===== src/design/brmr_pkg.sv =====
// ----------------------------------------------------------------------------
// brmr_pkg
// Shared types and constants for the broadcast ring with several readers.
// ----------------------------------------------------------------------------
`timescale 1ns / 1ps

package brmr_pkg;

    // Default configuration
    localparam int CAPACITY_DEF  = 16;
    localparam int SUBS_DEF      = 8;
    localparam int MSG_BITS_DEF  = 32;

    // Fixed field widths on the request and result channels
    localparam int OP_W     = 3;
    localparam int ID_W     = 3;
    localparam int WORD_W   = 32;
    localparam int STATUS_W = 2;
    localparam int PEND_W   = 5;
    localparam int LAG_W    = 32;

    // Lag counter saturates here
    localparam logic [LAG_W-1:0] LAG_MAX = '1;

    typedef enum logic [OP_W-1:0] {
        OP_SEND        = 3'd0,
        OP_RECEIVE     = 3'd1,
        OP_SUBSCRIBE   = 3'd2,
        OP_UNSUBSCRIBE = 3'd3,
        OP_CLEAR       = 3'd4,
        OP_QUERY       = 3'd5
    } op_t;

    typedef enum logic [STATUS_W-1:0] {
        ST_OK        = 2'd0,
        ST_NO_READER = 2'd1,
        ST_EMPTY     = 2'd2,
        ST_NO_ID     = 2'd3
    } status_t;

    // Command from the ring control to the reader table
    typedef struct packed {
        logic              en;
        op_t               op;
        logic [ID_W-1:0]   id;
        logic              ring_full;
    } brmr_cmd_t;

    // Reader table answer for the addressed reader
    typedef struct packed {
        status_t           status;
        logic [ID_W-1:0]   assigned_id;
        logic [LAG_W-1:0]  lag_reported;
        logic [PEND_W-1:0] pending;
        logic [LAG_W-1:0]  lag_now;
        logic              is_empty;
        logic              is_full;
        logic              recv_ok;
    } brmr_rpt_t;

endpackage


===== src/design/brmr_req_if.sv =====
// ----------------------------------------------------------------------------
// brmr_req_if
// Request channel: operation, reader id and message word.
// ----------------------------------------------------------------------------
`timescale 1ns / 1ps

interface brmr_req_if;
    import brmr_pkg::*;

    logic              valid;
    logic              ready;
    logic [OP_W-1:0]   op;
    logic [ID_W-1:0]   subscriber_id;
    logic [WORD_W-1:0] message;

    modport source (output valid, op, subscriber_id, message, input ready);
    modport sink   (input valid, op, subscriber_id, message, output ready);
endinterface


===== src/design/brmr_rsp_if.sv =====
// ----------------------------------------------------------------------------
// brmr_rsp_if
// Result channel: status and the addressed reader's state.
// ----------------------------------------------------------------------------
`timescale 1ns / 1ps

interface brmr_rsp_if;
    import brmr_pkg::*;

    logic                valid;
    logic                ready;
    logic [STATUS_W-1:0] status;
    logic [ID_W-1:0]     assigned_id;
    logic [WORD_W-1:0]   message_out;
    logic [LAG_W-1:0]    lag_reported;
    logic [PEND_W-1:0]   pending;
    logic [LAG_W-1:0]    lag_now;
    logic                is_empty;
    logic                is_full;

    modport source (output valid, status, assigned_id, message_out, lag_reported,
                    pending, lag_now, is_empty, is_full, input ready);
    modport sink   (input valid, status, assigned_id, message_out, lag_reported,
                    pending, lag_now, is_empty, is_full, output ready);
endinterface


===== src/design/brmr_readers.sv =====
// ----------------------------------------------------------------------------
// brmr_readers
// Reader table: valid marks, read positions and lag counters (the last two
// updated in parallel on a send into a full ring), plus the addressed reader's report.
// ----------------------------------------------------------------------------
`timescale 1ns / 1ps

module brmr_readers #(
    parameter int  CAPACITY        = brmr_pkg::CAPACITY_DEF,
    parameter int  MAX_SUBSCRIBERS = brmr_pkg::SUBS_DEF,
    localparam int POS_W           = $clog2(CAPACITY + 1)
) (
    input  logic                clk,
    input  logic                rst_n,
    input  brmr_pkg::brmr_cmd_t cmd,
    input  logic [POS_W-1:0]    fill_now,
    input  logic [POS_W-1:0]    fill_next,
    output logic [POS_W-1:0]    recv_pos,
    output brmr_pkg::brmr_rpt_t rpt
);
    import brmr_pkg::*;

    localparam int RID_W = (MAX_SUBSCRIBERS > 1) ? $clog2(MAX_SUBSCRIBERS) : 1;
    localparam int IDX_W = (RID_W > ID_W) ? RID_W : ID_W;

    logic [MAX_SUBSCRIBERS-1:0] valid_reg;
    logic [MAX_SUBSCRIBERS-1:0] valid_next;
    logic [POS_W-1:0]           pos_reg  [MAX_SUBSCRIBERS];
    logic [POS_W-1:0]           pos_next [MAX_SUBSCRIBERS];
    logic [LAG_W-1:0]           lag_reg  [MAX_SUBSCRIBERS];
    logic [LAG_W-1:0]           lag_next [MAX_SUBSCRIBERS];

    logic [IDX_W-1:0] id_wide;
    logic             in_range;
    logic [RID_W-1:0] idx;
    logic             present;
    logic [POS_W-1:0] cur_pos;
    logic [LAG_W-1:0] cur_lag;
    logic             free_found;
    logic [RID_W-1:0] free_idx;
    logic [IDX_W-1:0] free_wide;
    logic             recv_ok;

    logic             rep_present;
    logic [POS_W-1:0] rep_pos;
    logic [LAG_W-1:0] rep_lag;

    // Addressed reader lookup
    assign id_wide  = IDX_W'(cmd.id);
    assign in_range = ({1'b0, id_wide} < (IDX_W + 1)'(MAX_SUBSCRIBERS));
    assign idx      = id_wide[RID_W-1:0];
    assign present  = in_range && valid_reg[idx];
    assign cur_pos  = pos_reg[idx];
    assign cur_lag  = lag_reg[idx];
    assign recv_pos = cur_pos;
    assign recv_ok  = (cmd.op == OP_RECEIVE) && present && (cur_pos < fill_now);

    // Lowest free id
    always_comb
    begin
        free_found = 1'b0;
        free_idx   = '0;
        for (int k = MAX_SUBSCRIBERS - 1; k >= 0; k--)
        begin
            if (!valid_reg[k])
            begin
                free_found = 1'b1;
                free_idx   = RID_W'(k);
            end
        end
    end

    assign free_wide = IDX_W'(free_idx);

    // Per-reader next state
    always_comb
    begin
        valid_next = valid_reg;
        for (int k = 0; k < MAX_SUBSCRIBERS; k++)
        begin
            pos_next[k] = pos_reg[k];
            lag_next[k] = lag_reg[k];
            if (cmd.en)
            begin
                unique case (cmd.op)
                    OP_SEND:
                    begin
                        // oldest entry dropped: step back, or count a miss
                        if (cmd.ring_full && valid_reg[k])
                        begin
                            if (pos_reg[k] != '0)
                                pos_next[k] = pos_reg[k] - 1'b1;
                            else if (lag_reg[k] != LAG_MAX)
                                lag_next[k] = lag_reg[k] + 1'b1;
                        end
                    end
                    OP_RECEIVE:
                    begin
                        if (recv_ok && idx == RID_W'(k))
                        begin
                            pos_next[k] = pos_reg[k] + 1'b1;
                            lag_next[k] = '0;
                        end
                    end
                    OP_SUBSCRIBE:
                    begin
                        if (free_found && free_idx == RID_W'(k))
                        begin
                            valid_next[k] = 1'b1;
                            pos_next[k]   = fill_now;
                            lag_next[k]   = '0;
                        end
                    end
                    OP_UNSUBSCRIBE:
                    begin
                        if (present && idx == RID_W'(k))
                            valid_next[k] = 1'b0;
                    end
                    OP_CLEAR:
                    begin
                        if (present && idx == RID_W'(k))
                        begin
                            pos_next[k] = fill_now;
                            lag_next[k] = '0;
                        end
                    end
                    default:
                    begin
                    end
                endcase
            end
        end
    end

    // Report of the addressed reader after the step
    always_comb
    begin
        rpt              = '0;
        rpt.status       = ST_OK;
        rpt.recv_ok      = recv_ok;
        rep_present      = present;
        rep_pos          = cur_pos;
        rep_lag          = cur_lag;
        unique case (cmd.op)
            OP_SEND:
            begin
                if (cmd.ring_full)
                begin
                    if (cur_pos != '0)
                        rep_pos = cur_pos - 1'b1;
                    else if (cur_lag != LAG_MAX)
                        rep_lag = cur_lag + 1'b1;
                end
            end
            OP_RECEIVE:
            begin
                if (!present)
                    rpt.status = ST_NO_READER;
                else if (!recv_ok)
                    rpt.status = ST_EMPTY;
                else
                begin
                    rpt.lag_reported = cur_lag;
                    rep_pos          = cur_pos + 1'b1;
                    rep_lag          = '0;
                end
            end
            OP_SUBSCRIBE:
            begin
                if (free_found)
                begin
                    rpt.assigned_id = free_wide[ID_W-1:0];
                    rep_present     = 1'b1;
                    rep_pos         = fill_now;
                    rep_lag         = '0;
                end
                else
                begin
                    rpt.status  = ST_NO_ID;
                    rep_present = 1'b0;
                end
            end
            OP_UNSUBSCRIBE:
            begin
                if (!present)
                    rpt.status = ST_NO_READER;
                rep_present = 1'b0;
            end
            OP_CLEAR:
            begin
                if (!present)
                    rpt.status = ST_NO_READER;
                else
                begin
                    rep_pos = fill_now;
                    rep_lag = '0;
                end
            end
            default:
            begin
                if (!present)
                    rpt.status = ST_NO_READER;
            end
        endcase

        if (rep_present)
        begin
            rpt.pending  = (rep_pos < fill_next) ? PEND_W'(fill_next - rep_pos) : '0;
            rpt.lag_now  = rep_lag;
            rpt.is_empty = (rep_pos >= fill_next);
            rpt.is_full  = (fill_next == POS_W'(CAPACITY)) && (rep_pos == '0);
        end
        else
        begin
            rpt.is_empty = 1'b1;
        end
    end

    // Valid marks
    always_ff @(posedge clk or negedge rst_n)
    begin
        if (!rst_n)
            valid_reg <= '0;
        else
            valid_reg <= valid_next;
    end

    // Positions and lag counters, only meaningful while valid
    always_ff @(posedge clk)
    begin
        for (int k = 0; k < MAX_SUBSCRIBERS; k++)
        begin
            pos_reg[k] <= pos_next[k];
            lag_reg[k] <= lag_next[k];
        end
    end

endmodule


===== src/design/broadcast_ring_multi_reader_unit.sv =====
// ----------------------------------------------------------------------------
// broadcast_ring_multi_reader_unit
// Broadcast ring of CAPACITY message words with up to MAX_SUBSCRIBERS readers.
// One request is taken per clock cycle. Its result passes through the first
// stage and then the output register before it is presented on the result
// channel. The result is driven from the output register; the message RAM
// read port is loaded at the accepting edge alongside the first stage.
// Requests stall only while both stages hold results that the result side
// has not yet taken. The ring overwrites its oldest word when full; readers
// that were sitting on that word get their lag counter bumped instead. There
// is no clearing pass after reset: ring words are only read once written.
// ----------------------------------------------------------------------------
`timescale 1ns / 1ps

module broadcast_ring_multi_reader_unit #(
    parameter int CAPACITY        = brmr_pkg::CAPACITY_DEF,
    parameter int MAX_SUBSCRIBERS = brmr_pkg::SUBS_DEF,
    parameter int MESSAGE_BITS    = brmr_pkg::MSG_BITS_DEF
) (
    input  logic      clk,
    input  logic      rst_n,
    brmr_req_if.sink  req,
    brmr_rsp_if.source rsp
);
    import brmr_pkg::*;

    localparam int POS_W  = $clog2(CAPACITY + 1);
    localparam int SLOT_W = (CAPACITY > 1) ? $clog2(CAPACITY) : 1;
    localparam int SUM_W  = POS_W + 1;

    // Ring pointers
    logic [SLOT_W-1:0] oldest_slot_reg;
    logic [SLOT_W-1:0] oldest_slot_next;
    logic [POS_W-1:0]  fill_count_reg;
    logic [POS_W-1:0]  fill_count_next;

    // Message RAM and its registered read port
    logic [MESSAGE_BITS-1:0] message_store [CAPACITY];
    logic [MESSAGE_BITS-1:0] rd_data_reg;

    logic              accept;
    op_t               op_in;
    logic              ring_full;
    logic              is_send;
    brmr_cmd_t         cmd;
    brmr_rpt_t         rpt;
    logic [POS_W-1:0]  recv_pos;

    logic [SUM_W-1:0]  wsum;
    logic [SUM_W-1:0]  rsum;
    logic [SLOT_W-1:0] waddr;
    logic [SLOT_W-1:0] raddr;
    logic [63:0]       msg_wide;
    logic [63:0]       rd_wide;
    logic [MESSAGE_BITS-1:0] wdata;
    logic [WORD_W-1:0] rd_word;

    // Result pipeline
    logic              s1_valid_reg;
    logic              s1_valid_next;
    brmr_rpt_t         s1_rpt_reg;
    logic              out_valid_reg;
    logic              out_valid_next;
    brmr_rpt_t         out_rpt_reg;
    logic [WORD_W-1:0] out_msg_reg;
    logic              s1_adv;

    // Handshake
    assign accept    = req.valid && req.ready;
    assign s1_adv    = s1_valid_reg && (!out_valid_reg || rsp.ready);
    assign req.ready = !s1_valid_reg || s1_adv;

    assign op_in     = op_t'(req.op);
    assign ring_full = (fill_count_reg == POS_W'(CAPACITY));
    assign is_send   = accept && (op_in == OP_SEND);

    assign cmd.en        = accept;
    assign cmd.op        = op_in;
    assign cmd.id        = req.subscriber_id;
    assign cmd.ring_full = ring_full;

    brmr_readers #(
        .CAPACITY        (CAPACITY),
        .MAX_SUBSCRIBERS (MAX_SUBSCRIBERS)
    ) u_readers (
        .clk       (clk),
        .rst_n     (rst_n),
        .cmd       (cmd),
        .fill_now  (fill_count_reg),
        .fill_next (fill_count_next),
        .recv_pos  (recv_pos),
        .rpt       (rpt)
    );

    // Ring pointer update
    always_comb
    begin
        oldest_slot_next = oldest_slot_reg;
        fill_count_next  = fill_count_reg;
        if (is_send)
        begin
            if (ring_full)
                oldest_slot_next = (oldest_slot_reg == SLOT_W'(CAPACITY - 1)) ?
                                   '0 : oldest_slot_reg + 1'b1;
            else
                fill_count_next = fill_count_reg + 1'b1;
        end
    end

    // Slot addresses: oldest plus offset, wrapped once
    assign wsum  = SUM_W'(oldest_slot_reg) + SUM_W'(fill_count_reg);
    assign rsum  = SUM_W'(oldest_slot_reg) + SUM_W'(recv_pos);
    assign waddr = (wsum >= SUM_W'(CAPACITY)) ? SLOT_W'(wsum - SUM_W'(CAPACITY))
                                              : SLOT_W'(wsum);
    assign raddr = (rsum >= SUM_W'(CAPACITY)) ? SLOT_W'(rsum - SUM_W'(CAPACITY))
                                              : SLOT_W'(rsum);

    assign msg_wide = 64'(req.message);
    assign wdata    = msg_wide[MESSAGE_BITS-1:0];
    assign rd_wide  = 64'(rd_data_reg);
    assign rd_word  = rd_wide[WORD_W-1:0];

    // Message RAM: one write and one registered read per cycle
    always_ff @(posedge clk)
    begin
        if (is_send)
            message_store[waddr] <= wdata;
        if (accept && rpt.recv_ok)
            rd_data_reg <= message_store[raddr];
    end

    always_ff @(posedge clk or negedge rst_n)
    begin
        if (!rst_n)
        begin
            oldest_slot_reg <= '0;
            fill_count_reg  <= '0;
        end
        else
        begin
            oldest_slot_reg <= oldest_slot_next;
            fill_count_reg  <= fill_count_next;
        end
    end

    // Pipeline valids
    always_comb
    begin
        s1_valid_next  = accept ? 1'b1 : (s1_adv ? 1'b0 : s1_valid_reg);
        out_valid_next = s1_adv ? 1'b1 : (rsp.ready ? 1'b0 : out_valid_reg);
    end

    always_ff @(posedge clk or negedge rst_n)
    begin
        if (!rst_n)
        begin
            s1_valid_reg  <= 1'b0;
            out_valid_reg <= 1'b0;
        end
        else
        begin
            s1_valid_reg  <= s1_valid_next;
            out_valid_reg <= out_valid_next;
        end
    end

    // Pipeline payload; the RAM word joins the report at the output register
    always_ff @(posedge clk)
    begin
        if (accept)
            s1_rpt_reg <= rpt;
        if (s1_adv)
        begin
            out_rpt_reg <= s1_rpt_reg;
            out_msg_reg <= s1_rpt_reg.recv_ok ? rd_word : '0;
        end
    end

    assign rsp.valid        = out_valid_reg;
    assign rsp.status       = out_rpt_reg.status;
    assign rsp.assigned_id  = out_rpt_reg.assigned_id;
    assign rsp.message_out  = out_msg_reg;
    assign rsp.lag_reported = out_rpt_reg.lag_reported;
    assign rsp.pending      = out_rpt_reg.pending;
    assign rsp.lag_now      = out_rpt_reg.lag_now;
    assign rsp.is_empty     = out_rpt_reg.is_empty;
    assign rsp.is_full      = out_rpt_reg.is_full;

`ifndef SYNTHESIS
    // Fill count never exceeds the ring size
    a_fill_bound: assert property (@(posedge clk) disable iff (!rst_n)
        fill_count_reg <= POS_W'(CAPACITY))
        else $error("fill count beyond capacity");

    // Oldest slot only moves once the ring has filled
    a_oldest_still: assert property (@(posedge clk) disable iff (!rst_n)
        (fill_count_reg != POS_W'(CAPACITY)) |-> (oldest_slot_reg == '0))
        else $error("oldest slot moved before ring was full");

    // A send into a ring with room grows it by one
    a_send_grows: assert property (@(posedge clk) disable iff (!rst_n)
        (is_send && !ring_full) |=> (fill_count_reg == $past(fill_count_reg) + 1'b1))
        else $error("send did not grow the ring");

    // A failed request carries no message and no lag report
    a_fail_clean: assert property (@(posedge clk) disable iff (!rst_n)
        (rsp.valid && rsp.status != ST_OK) |->
        (rsp.message_out == '0 && rsp.lag_reported == '0))
        else $error("failed request delivered data");
`endif

endmodule

===== src/flat_wrapper.sv =====
// flat-port wrapper written by rule: the top's interface ports become plain ports
module broadcast_ring_multi_reader_unit_flat import brmr_pkg::*;
#(
    parameter int CAPACITY        = brmr_pkg::CAPACITY_DEF,
    parameter int MAX_SUBSCRIBERS = brmr_pkg::SUBS_DEF,
    parameter int MESSAGE_BITS    = brmr_pkg::MSG_BITS_DEF
)
  (clk, rst_n, req_valid, req_op, req_subscriber_id, req_message, req_ready, rsp_valid, rsp_status, rsp_assigned_id, rsp_message_out, rsp_lag_reported, rsp_pending, rsp_lag_now, rsp_is_empty, rsp_is_full, rsp_ready);
  brmr_req_if req_i ();
  brmr_rsp_if rsp_i ();
  input  logic clk;
  input  logic rst_n;
  input wire logic [$bits(req_i.valid)-1:0] req_valid;
  input wire logic [$bits(req_i.op)-1:0] req_op;
  input wire logic [$bits(req_i.subscriber_id)-1:0] req_subscriber_id;
  input wire logic [$bits(req_i.message)-1:0] req_message;
  output wire logic [$bits(req_i.ready)-1:0] req_ready;
  output wire logic [$bits(rsp_i.valid)-1:0] rsp_valid;
  output wire logic [$bits(rsp_i.status)-1:0] rsp_status;
  output wire logic [$bits(rsp_i.assigned_id)-1:0] rsp_assigned_id;
  output wire logic [$bits(rsp_i.message_out)-1:0] rsp_message_out;
  output wire logic [$bits(rsp_i.lag_reported)-1:0] rsp_lag_reported;
  output wire logic [$bits(rsp_i.pending)-1:0] rsp_pending;
  output wire logic [$bits(rsp_i.lag_now)-1:0] rsp_lag_now;
  output wire logic [$bits(rsp_i.is_empty)-1:0] rsp_is_empty;
  output wire logic [$bits(rsp_i.is_full)-1:0] rsp_is_full;
  input wire logic [$bits(rsp_i.ready)-1:0] rsp_ready;
  assign req_i.valid = req_valid;
  assign req_i.op = req_op;
  assign req_i.subscriber_id = req_subscriber_id;
  assign req_i.message = req_message;
  assign req_ready = req_i.ready;
  assign rsp_valid = rsp_i.valid;
  assign rsp_status = rsp_i.status;
  assign rsp_assigned_id = rsp_i.assigned_id;
  assign rsp_message_out = rsp_i.message_out;
  assign rsp_lag_reported = rsp_i.lag_reported;
  assign rsp_pending = rsp_i.pending;
  assign rsp_lag_now = rsp_i.lag_now;
  assign rsp_is_empty = rsp_i.is_empty;
  assign rsp_is_full = rsp_i.is_full;
  assign rsp_i.ready = rsp_ready;
  broadcast_ring_multi_reader_unit #(.CAPACITY(CAPACITY), .MAX_SUBSCRIBERS(MAX_SUBSCRIBERS), .MESSAGE_BITS(MESSAGE_BITS)) u_core (.clk(clk), .rst_n(rst_n), .req(req_i), .rsp(rsp_i));
endmodule

===== config.mk =====
export PLATFORM = sky130hd
export DESIGN_NAME = broadcast_ring_multi_reader_unit_flat
export DESIGN_NICKNAME = d
export VERILOG_FILES = /design/src/design/brmr_pkg.sv /design/src/design/brmr_req_if.sv /design/src/design/brmr_rsp_if.sv /design/src/design/brmr_readers.sv /design/src/design/broadcast_ring_multi_reader_unit.sv /design/src/flat_wrapper.sv
export SDC_FILE = /design/constraint.sdc
export NUM_CORES = 1
export LEC_CHECK = 0
export ABC_AREA = 0
export ABC_CLOCK_PERIOD_IN_PS = 18000
export BUFFER_PORTS_ARGS = -buffer_cell sky130_fd_sc_hd__buf_4
export CAP_MARGIN = 20
export CORE_ASPECT_RATIO = 1.5
export CORE_MARGIN = 5
export CORE_UTILIZATION = 51
export CTS_CLUSTER_SIZE = 20
export DETAILED_ROUTE_END_ITERATION = 10
export HOLD_SLACK_MARGIN = 0.1
export PLACE_DENSITY = 0.67
export SLEW_MARGIN = 10
export SYNTH_ARGS = -nofsm -noshare
export SYNTH_HDL_FRONTEND = slang
export SYNTH_SLANG_ARGS = --single-unit

===== constraint.sdc =====
create_clock -name clk -period 18 [get_ports clk]
set_clock_uncertainty 0.2 [all_clocks]
set_input_delay 0.9 -clock clk [delete_from_list [all_inputs] [get_ports clk]]
set_output_delay 0.9 -clock clk [all_outputs]
set_load 0.1 [all_outputs]

== Word-level counts from Yosys, hierarchy flattened ==
Memory sizes are Yosys's and may differ from the RTL's. A register that Yosys moved wholly into a read port is not among the register bits.
Index checks and enable logic that the tools add are counted.

* Register bits after elaboration: 204
* RAM bits: 808
* Input port bits: 42
* Output and inout bits: 110
* Logic and storage cells: 383
* Memories: 3

{| class="wikitable"
|+ Memories
! memory !! depth !! bits a word !! rd ports !! clocked after memory_dff !! wr ports !! line !! text
|-
| u_core.message_store || 16 || 32 || 1 || 1 || 1 || broadcast_ring_multi_reader_unit.sv:38 || <nowiki>logic [MESSAGE_BITS-1:0] message_store [CAPACITY];</nowiki>
|-
| u_core.u_readers.lag_reg || 8 || 32 || 9 || 0 || 8 || brmr_readers.sv:30 || <nowiki>logic [LAG_W-1:0] lag_reg [MAX_SUBSCRIBERS];</nowiki>
|-
| u_core.u_readers.pos_reg || 8 || 5 || 9 || 0 || 8 || brmr_readers.sv:28 || <nowiki>logic [POS_W-1:0] pos_reg [MAX_SUBSCRIBERS];</nowiki>
|}

* Add/sub/neg operators: 34
* Magnitude comparators: 6
* Equality and inequality tests: 46
* Muxes and demuxes: 195
* Reductions and logical operators: 71

{| class="wikitable"
|+ Operators by type and width
! kind !! count
|-
| $mux W32 || 63
|-
| $pmux W32 S4 || 9
|-
| $add A32 B1 Y32 const B || 9
|-
| $ne A32 B32 Y1 const B || 9
|-
| $mux W5 || 56
|-
| $pmux W5 S4 || 9
|-
| $add A5 B1 Y5 const B || 10
|-
| $reduce_bool A5 Y1 || 9
|-
| $sub A5 B1 Y5 const B || 9
|-
| $logic_and A1 B1 Y1 || 39
|-
| $mux W1 || 33
|-
| $ne A2 B2 Y1 const B || 16
|-
| $reduce_and A4 Y1 || 8
|-
| $eq A3 B3 Y1 const B || 9
|-
| $mux W3 || 8
|-
| $eq A3 B2 Y1 const B || 6
|-
| $pmux W1 S2 || 9
|-
| $add A4 B5 Y6 || 2
|-
| $ge A6 B5 Y1 const B || 2
|-
| $mux W4 || 3
|-
| $eq A5 B5 Y1 const B || 2
|-
| $lt A5 B5 Y1 || 2
|-
| $eq A3 B1 Y1 const B || 3
|-
| $logic_not A3 Y1 || 3
|-
| other kinds (15) || 24
|}

== Longest topological paths before layout ==
Gate-level depths: netlist of run 1.

* Depth in word-level cells: 13
* Mapped depth: 27
* Gate-level depth less buffers: 20

== By module ==
Synthesis of run 1 repeated with hierarchy kept, for this count alone.

* Cells, all modules: 3381
* Area, all modules: 48506.5 um^2

{| class="wikitable"
|+ By module, submodules not included
! module !! instances !! cells each !! area each (um^2) !! sequential area each (um^2)
|-
| broadcast_ring_multi_reader_unit || 1 || 1237 || 27332.5 || 22166.3
|-
| brmr_readers || 1 || 2144 || 21174.1 || 9088.7
|}

== Least setup slack after synthesis of run 1 ==
Ideal clock, no wire load.

* Path type: input -> register
* Start: input port req_subscriber_id[1]
* End: memory u_core.u_readers.lag_reg[1][0], enable pin
* Library setup time: 501 ps
* Arrival: 7493 ps
* Required time: 17299 ps
* Slack: 9805 ps
* Cell stages on the path: 20
* Path buffers: 8
* Cells stage by stage: buf_6 buf_12 buf_12 buf_12 buf_12 buf_4 buf_2 mux4_2 mux2i_1 inv_1 ha_1 a21oi_1 o21a_1 and2_1 a21boi_0 o31a_1 o21ai_0 nand2_1 clkbuf_1 nor4_1

{| class="wikitable"
|+ RTL lines
! what !! line !! text
|-
| from (decl) || flat_wrapper.sv:15 || <nowiki>input wire logic [$bits(req_i.subscriber_id)-1:0] req_subscriber_id;</nowiki>
|-
| to (decl) || brmr_readers.sv:30 ||
|}

== Final worst setup path of run 1 ==
* Start: input port req_subscriber_id[1]
* End: register u_core.rd_data_reg[2], read port of u_core.message_store, data pin

* Word-level cells in the longest chain between the ends: 5
* Elaborated cells on any way between the ends: 11
* Classes of those cells: add/sub: 2; order compare: 2; mux: 3; reduce/logical: 3; memory: 1

{| class="wikitable"
|+ Ends and longest elaborated chain
! what !! line !! text
|-
| branches (longest 5 deep; another with $add A4 B5 Y6) || -- ||
|-
| to (decl) || broadcast_ring_multi_reader_unit.sv:39 || <nowiki>logic [MESSAGE_BITS-1:0] rd_data_reg;</nowiki>
|}

Several ways; the timed one is not identified. The select of a mux whose other input is x is not followed.
A chain may end at the register's enable or synchronous reset.

==> flow_summary.ini, run 1 <==
[floorplanning]
placement_rows = 138
start_util_pct = 51.2
die_h_um = 387
num_io_pins = 152
die_x_um = 261
die_area_mm2 = 0.101
core_mm2 = 0.0941

[detailed_routing]
postRouteWirelength_mm = 131
drt_pass1_iterations = 6
routed_via_density = 6.16
ant_nets = 0
drc_errors = 0
wl_per_cell_um = 27.3
via_count = 29600
drt-initial-drc-count = 2492

[global_routing]
grt_pass1_vias = 30300
grt_pass1_wl_mm = 194
antenna_found_initial = 2
overflow = 0
grt_util_all_layers_pct = 25.6
grt_max_degree = 102

[sta]
rsz0062_at_grt = false
tightest_slew_ps = 1210
final-setup-viol-count = 0
fin_tns_setup_ps = 0
fmax_mhz = 164
period_share_pct = 33.9
hold_viol = 0
slew_violations = 0
holdWs_ps = 209
relSlewSlack_pct = 19.3
fin_crit_ps = 6110

[clock_tree]
clk_pin_slew_ps = 70
cts_tree = built
cts_num_sinks = 1044
cts_setup_buffers = 0
cts_made_buffers = 99
clk_latency_ps = 700
root_buffer = clkbuf_16
htree_levels = 3
cts.path.max_buffers = 3

[logic_synthesis]
syn_area_mm2 = 0.0482
synth_compound_area_share_pct = 5.14
ys.flop_type = edfxtp_1
synthSimpleGateAreaFrac_pct = 10.6
synthAdderAreaFrac_pct = 1.83
synthesis.instances = 3282
syn_area_per_cell_um2 = 14.7
synth_xor_area_share_pct = 4.81
synth_seq_area_share_pct = 64.8
synth.ff_latch_count = 1044
muxShareOfSynthArea_pct = 11.0
synth_edf_count = 1025
postSynthNetCount = 3388
ys_warn_count = 0
synth_cell_types = 85
synth_top_family_by_area = multiplexers
ys_async_sr_fraction_pct = 1.82

[finish]
largest_reg_flops = 512
fillers = 7347
final_nets = 3563
mostFrequentLayoutCell = edfxtp_1
drive_gt1_share_pct = 18.5
final_cell_mix = edfxtp_1 (1,025), nor2_1 (346), buf_4 (208)
syn2layout_area_growth_pct = 12.7

[critical_path]
endpoint_kind = register
worst-setup-path-type = in2reg
worstRegToRegCells = 11
worstPathMaxFanout = 82
slowest_stage = buf_4
crit_path_max_incr_delay_ps = 800
crit_required_ps = 18220
cp_cell_sequence = buf_6 > mux2_2 > o22ai_1 > a221o_1 > inv_1 > ha_4 > inv_1 > fa_4 > buf_4 > buf_4 > mux4_2 > mux4_2
arrival_ps = 6330
startpoint_type = input port

[hold_path]
min_path_cells = 2
hp-class = in2reg

[placement]
gp_congestion = 0.972
dp_hpwl_mm = 86.3
io_buffers = 151

[power_and_ir_drop]
power_w = 0.00595
power.density_mw_per_mm2 = 110
vdd_ir_drop_max_mv = 0.101
power_leakage_nw = 18.1

[run]
maxCapViolations = 0

[status]
status = complete, no violations
worst max-delay path: cells and delay by family:
family | cells | cell delay [ps]
muxes | 3 | 1200
adders and majority gates | 2 | 920
buffers and inverters | 5 | 2520
AOI/OAI and AO/OA | 2 | 550
power by group:
part / leakage (nW) / internal (W) / switching (W)
combinational: 6.86 / 0.000318 / 0.000609
sequential: 9.68 / 0.00281 / 0.0000885
clock: 1.57 / 0.00119 / 0.000936
total: 18.1 / 0.00432 / 0.00163
worst paths after layout:
path | slack (ps) | from | end
min in group asynchronous | 460 | rst_n | u_core.fill_count_reg[1]
worst min-delay path | 210 | req_valid | u_core.s1_valid_reg
max in group asynchronous | 16890 | rst_n | u_core.oldest_slot_reg[3]
worst max-delay path | 11890 | req_subscriber_id[1] | u_core.rd_data_reg[2]
worst min register to register | 220 | u_core.s1_rpt_reg[23] | u_core.rsp.lag_now[20]
worst max register to register | 12350 | u_core.u_readers.pos_reg[7][0] | u_core.rd_data_reg[2]
what timing repair did:
item	CTS	global route
gates resized for setup	0	0
hold buffers	1	0
hold endpoints to repair	19	0
cells in the mapped netlist, types with 6 or more instances:
cell type,number,share of area [%]
a2bb2oi_1,10,0.18
nand2_1,189,1.5
or3_1,44,0.57
a211oi_1,9,0.14
a311oi_1,11,0.20
xnor2_1,108,2.0
nor2_1,364,2.8
a22oi_1,7,0.11
nor2b_1,13,0.17
mux4_2,185,8.6
fa_1,11,0.46
edfxtp_1,1025,64
a21oi_1,103,1.1
dfrtp_1,19,0.99
ha_1,53,1.4
or4_1,13,0.20
inv_1,50,0.39
a31oi_1,14,0.18
and4_1,31,0.56
clkbuf_1,107,0.83
nor4_1,19,0.25
mux2i_1,63,1.3
nand2b_1,16,0.21
nand3_1,115,1.2
o221ai_1,6,0.11
o22ai_1,35,0.45
or2_2,6,0.078
nand4_1,58,0.75
buf_4,9,0.14
a21o_1,32,0.50
xor2_1,157,2.9
buf_2,11,0.11
mux2_2,40,0.93
and3_1,58,0.75
nand3b_1,7,0.11
o211ai_1,7,0.11
o31ai_1,7,0.11
and2_1,52,0.67
o21ai_0,92,0.95
nor3_1,34,0.35
layout make-up:
cell class	instances	area (um^2)	share of cell area [%]
Antenna cell	1	2.50	0.00461
Timing Repair Buffer	215	1680	3.10
Clock inverter	62	713	1.31
Tap cell	1260	1580	2.90
Inverter	53	200	0.368
Multi-Input combinational cell	2044	16300	30.0
Clock buffer	120	2580	4.74
Sequential cell	1044	31300	57.5
layer usage:
metal	wire (um)	global-route usage, %	vias to the layer above
met5	9	0	-
met4	8920	15.1	2
met3	7560	4.06	350
met2	68600	45.3	1177
met1	45900	29.2	15000
li1	-	-	13100
per-stage QoR:
step	util [%]	cells	worst slack, ps	instance area (um^2)
2_1_floorplan	-	3282	9810	48200
3_3_place_gp	54.1	4608	11390	50900
3_5_place_dp	54.1	4608	11300	50900
4_1_cts	57.6	4791	12000	54200
5_1_grt	57.7	4798	11790	54300
6_report	57.7	4799	11890	54300
cell families after synthesis:
family | Yosys count
AOI/OAI and AO/OA | 386
buffers and inverters | 194
muxes | 290
xor gates and xnor gates | 265
and+or+nand+nor | 1039
adders and majority gates | 64
DFF | 1044
(Power assumes the default switching activity.)
==> inputs of run 2 (changes only) <==
--- a/config.mk
+++ b/config.mk
@@ -6,7 +6,7 @@
 export NUM_CORES = 1
 export LEC_CHECK = 0
 export ABC_AREA = 0
-export ABC_CLOCK_PERIOD_IN_PS = 18000
+export ABC_CLOCK_PERIOD_IN_PS = 6200
 export BUFFER_PORTS_ARGS = -buffer_cell sky130_fd_sc_hd__buf_4
 export CAP_MARGIN = 20
 export CORE_ASPECT_RATIO = 1.5
==> constraint.sdc (replaced) <==
create_clock -name clk -period 6.2 [get_ports clk]
set_clock_uncertainty 0.2 [all_clocks]
set_input_delay 0.31 -clock clk [delete_from_list [all_inputs] [get_ports clk]]
set_output_delay 0.31 -clock clk [all_outputs]
set_load 0.1 [all_outputs]
==> flow_summary.ini, run 2 (synthesis results as in run 1) <==
[finish]
largest_reg_flops = 512
mostFrequentLayoutCell = edfxtp_1
final_cell_mix = edfxtp_1 (1,025), nor2_1 (347), buf_4 (224)
final_nets = 3622
finish.utilization_pct = 58.3
antennaDiodeCount = 0
drive_gt1_share_pct = 18.7
syn2layout_area_growth_pct = 13.8

[floorplanning]
die_x_um = 261
placement_rows = 138
start_util_pct = 51.2
num_io_pins = 152
die_area_mm2 = 0.101
core_mm2 = 0.0941
die_h_um = 387

[power_and_ir_drop]
power_leakage_nw = 18.4
power.density_mw_per_mm2 = 313
power_w = 0.0172
vdd_ir_drop_max_mv = 0.293

[critical_path]
crit_required_ps = 6440
r2r_slack_ps = 1070
r2r-start = u_core.u_readers.pos_reg[3][3]
worstRegToRegCells = 19
slowest_stage = mux4_2
critPathBufInv = 1
arrival_ps = 5370
cp.depth = 19
cpLargestDelayFamily = compound AO/OA/AOI/OAI gates
startpoint_type = register
worst-setup-path-type = reg2reg
cp-startpoint = u_core.u_readers.pos_reg[3][3]
cp-endpoint = u_core.s1_rpt_reg[39]
cp_cell_sequence = mux4_2 > mux2i_1 > inv_2 > ha_1 > nand2_1 > o211ai_1 > o21ai_0 > a31oi_1 > nor2_1 > o221ai_1 > a21oi_1 > ha_1 > a21o_1 > a21o_1 > a21oi_1 > nor2b_1 > o21ai_0 > a31o_2 > nor2_1
worstPathMaxFanout = 7
endpoint_kind = register
crit_path_max_incr_delay_ps = 480
r2r-end = u_core.s1_rpt_reg[39]

[sta]
period_share_pct = 82.7
holdWs_ps = 154
fmax_mhz = 195
tightest_slew_ps = 1190
rsz0062_at_grt = false
relSlewSlack_pct = 20.8
hold_viol = 0
fin_crit_ps = 5130
final-setup-viol-count = 0
slew_violations = 0

[detailed_routing]
drc_errors = 0
via_count = 30100
wl_per_cell_um = 26.8
routed_via_density = 6.19
postRouteWirelength_mm = 130
ant_nets = 0
drt-initial-drc-count = 2655
drt_pass1_iterations = 7

[clock_tree]
htree_levels = 3
clk_latency_ps = 700
cts_setup_buffers = 0
cts.path.max_buffers = 3
cts_tree = built
cts_num_sinks = 1044
cts_made_buffers = 99
clk_pin_slew_ps = 70
root_buffer = clkbuf_16

[global_routing]
overflow = 0
grt_util_all_layers_pct = 25.5
grt_pass1_vias = 31000
grt_pass1_wl_mm = 194
antenna_found_initial = 1
grt_max_degree = 225

[run]
maxCapViolations = 0

[placement]
io_buffers = 151
gp_congestion = 0.994
dp_hpwl_mm = 86.9

[status]
status = complete, no violations

[hold_path]
min_path_cells = 3
hp-class = in2reg
==> run 2: cell types whose count changed in the layout (fill, tap and decap cells not counted), moves of 3 or more <==
| cell | delta |
|---|---|
| nor4_4 | +4 |
| bufinv_16 | -3 |
| buf_12 | +5 |
| clkinv_2 | +3 |
| clkbuf_1 | -10 |
| nor4_2 | -4 |
| clkinv_1 | +7 |
| buf_4 | +16 |
| dlygate4sd3_1 | +40 |
==> run 2: layout make-up <==
| cell class | instances | area (um^2) |
|---|---|---|
| fillers | 7169 | 39200 |
| flip-flops and latches | 1044 | 31300 |
| multi-input cells | 2044 | 16400 |
| clock buffers | 110 | 2540 |
| repair buffers | 274 | 2250 |
| well taps | 1260 | 1580 |
| clock inverters | 70 | 682 |
| inverters | 53 | 203 |
==> run 2: power by group <==
| part | leakage (nW) | internal (W) | switching, W |
|---|---|---|---|
| clock network | 1.55 | 0.00332 | 0.00274 |
| logic | 7.13 | 0.000954 | 0.00177 |
| registers | 9.68 | 0.00815 | 0.000242 |
==> run 2: how the worst min path moves through the flow <==
| stage | from | endpoint |
|---|---|---|
| after floorplan | rst_n | u_core.fill_count_reg[0] |
| after global placement | rst_n | u_core.rsp.valid |
| after detailed placement | rst_n | u_core.u_readers.valid_reg[6] |
| after CTS | req_op[1] | u_core.u_readers.valid_reg[0] |
| after global routing | req_subscriber_id[0] | u_core.u_readers.valid_reg[1] |
| final | req_subscriber_id[0] | u_core.u_readers.valid_reg[1] |
==> run 2: per-layer routing <==
layer  vias to the layer above  global-route usage [%]  routed length [um]
met5                         -                       0                   0
met4                         0                    13.9                8410
met2                      1267                    45.9               68800
met1                     15300                    29.2               45200
met3                       330                    3.49                7540
li1                      13200                       -                   -
==> run 2: timing repair <==
action,CTS,global route
gates resized for setup,0,0
endpoints found under the hold margin,543,0
hold buffers,42,0
==> run 2: metrics by stage <==
| stage | setup slack (ps) | cells | area (um^2) | TNS, ps |
|---|---|---|---|---|
| final | 1070 | 4855 | 54900 | 0 |
| after global routing | 686 | 4855 | 54900 | 0 |
| after CTS | 1140 | 4854 | 54900 | 0 |
| after detailed placement | 963 | 4632 | 51200 | 0 |
| after global placement | 973 | 4631 | 51200 | 0 |
| after floorplan | -462 | 3282 | 48200 | -39420 |
==> run 2: tightest hold or removal path, cell delays in order <==
cell     delay (ps)
buf_4           190
buf_4           270
a32oi_1         210
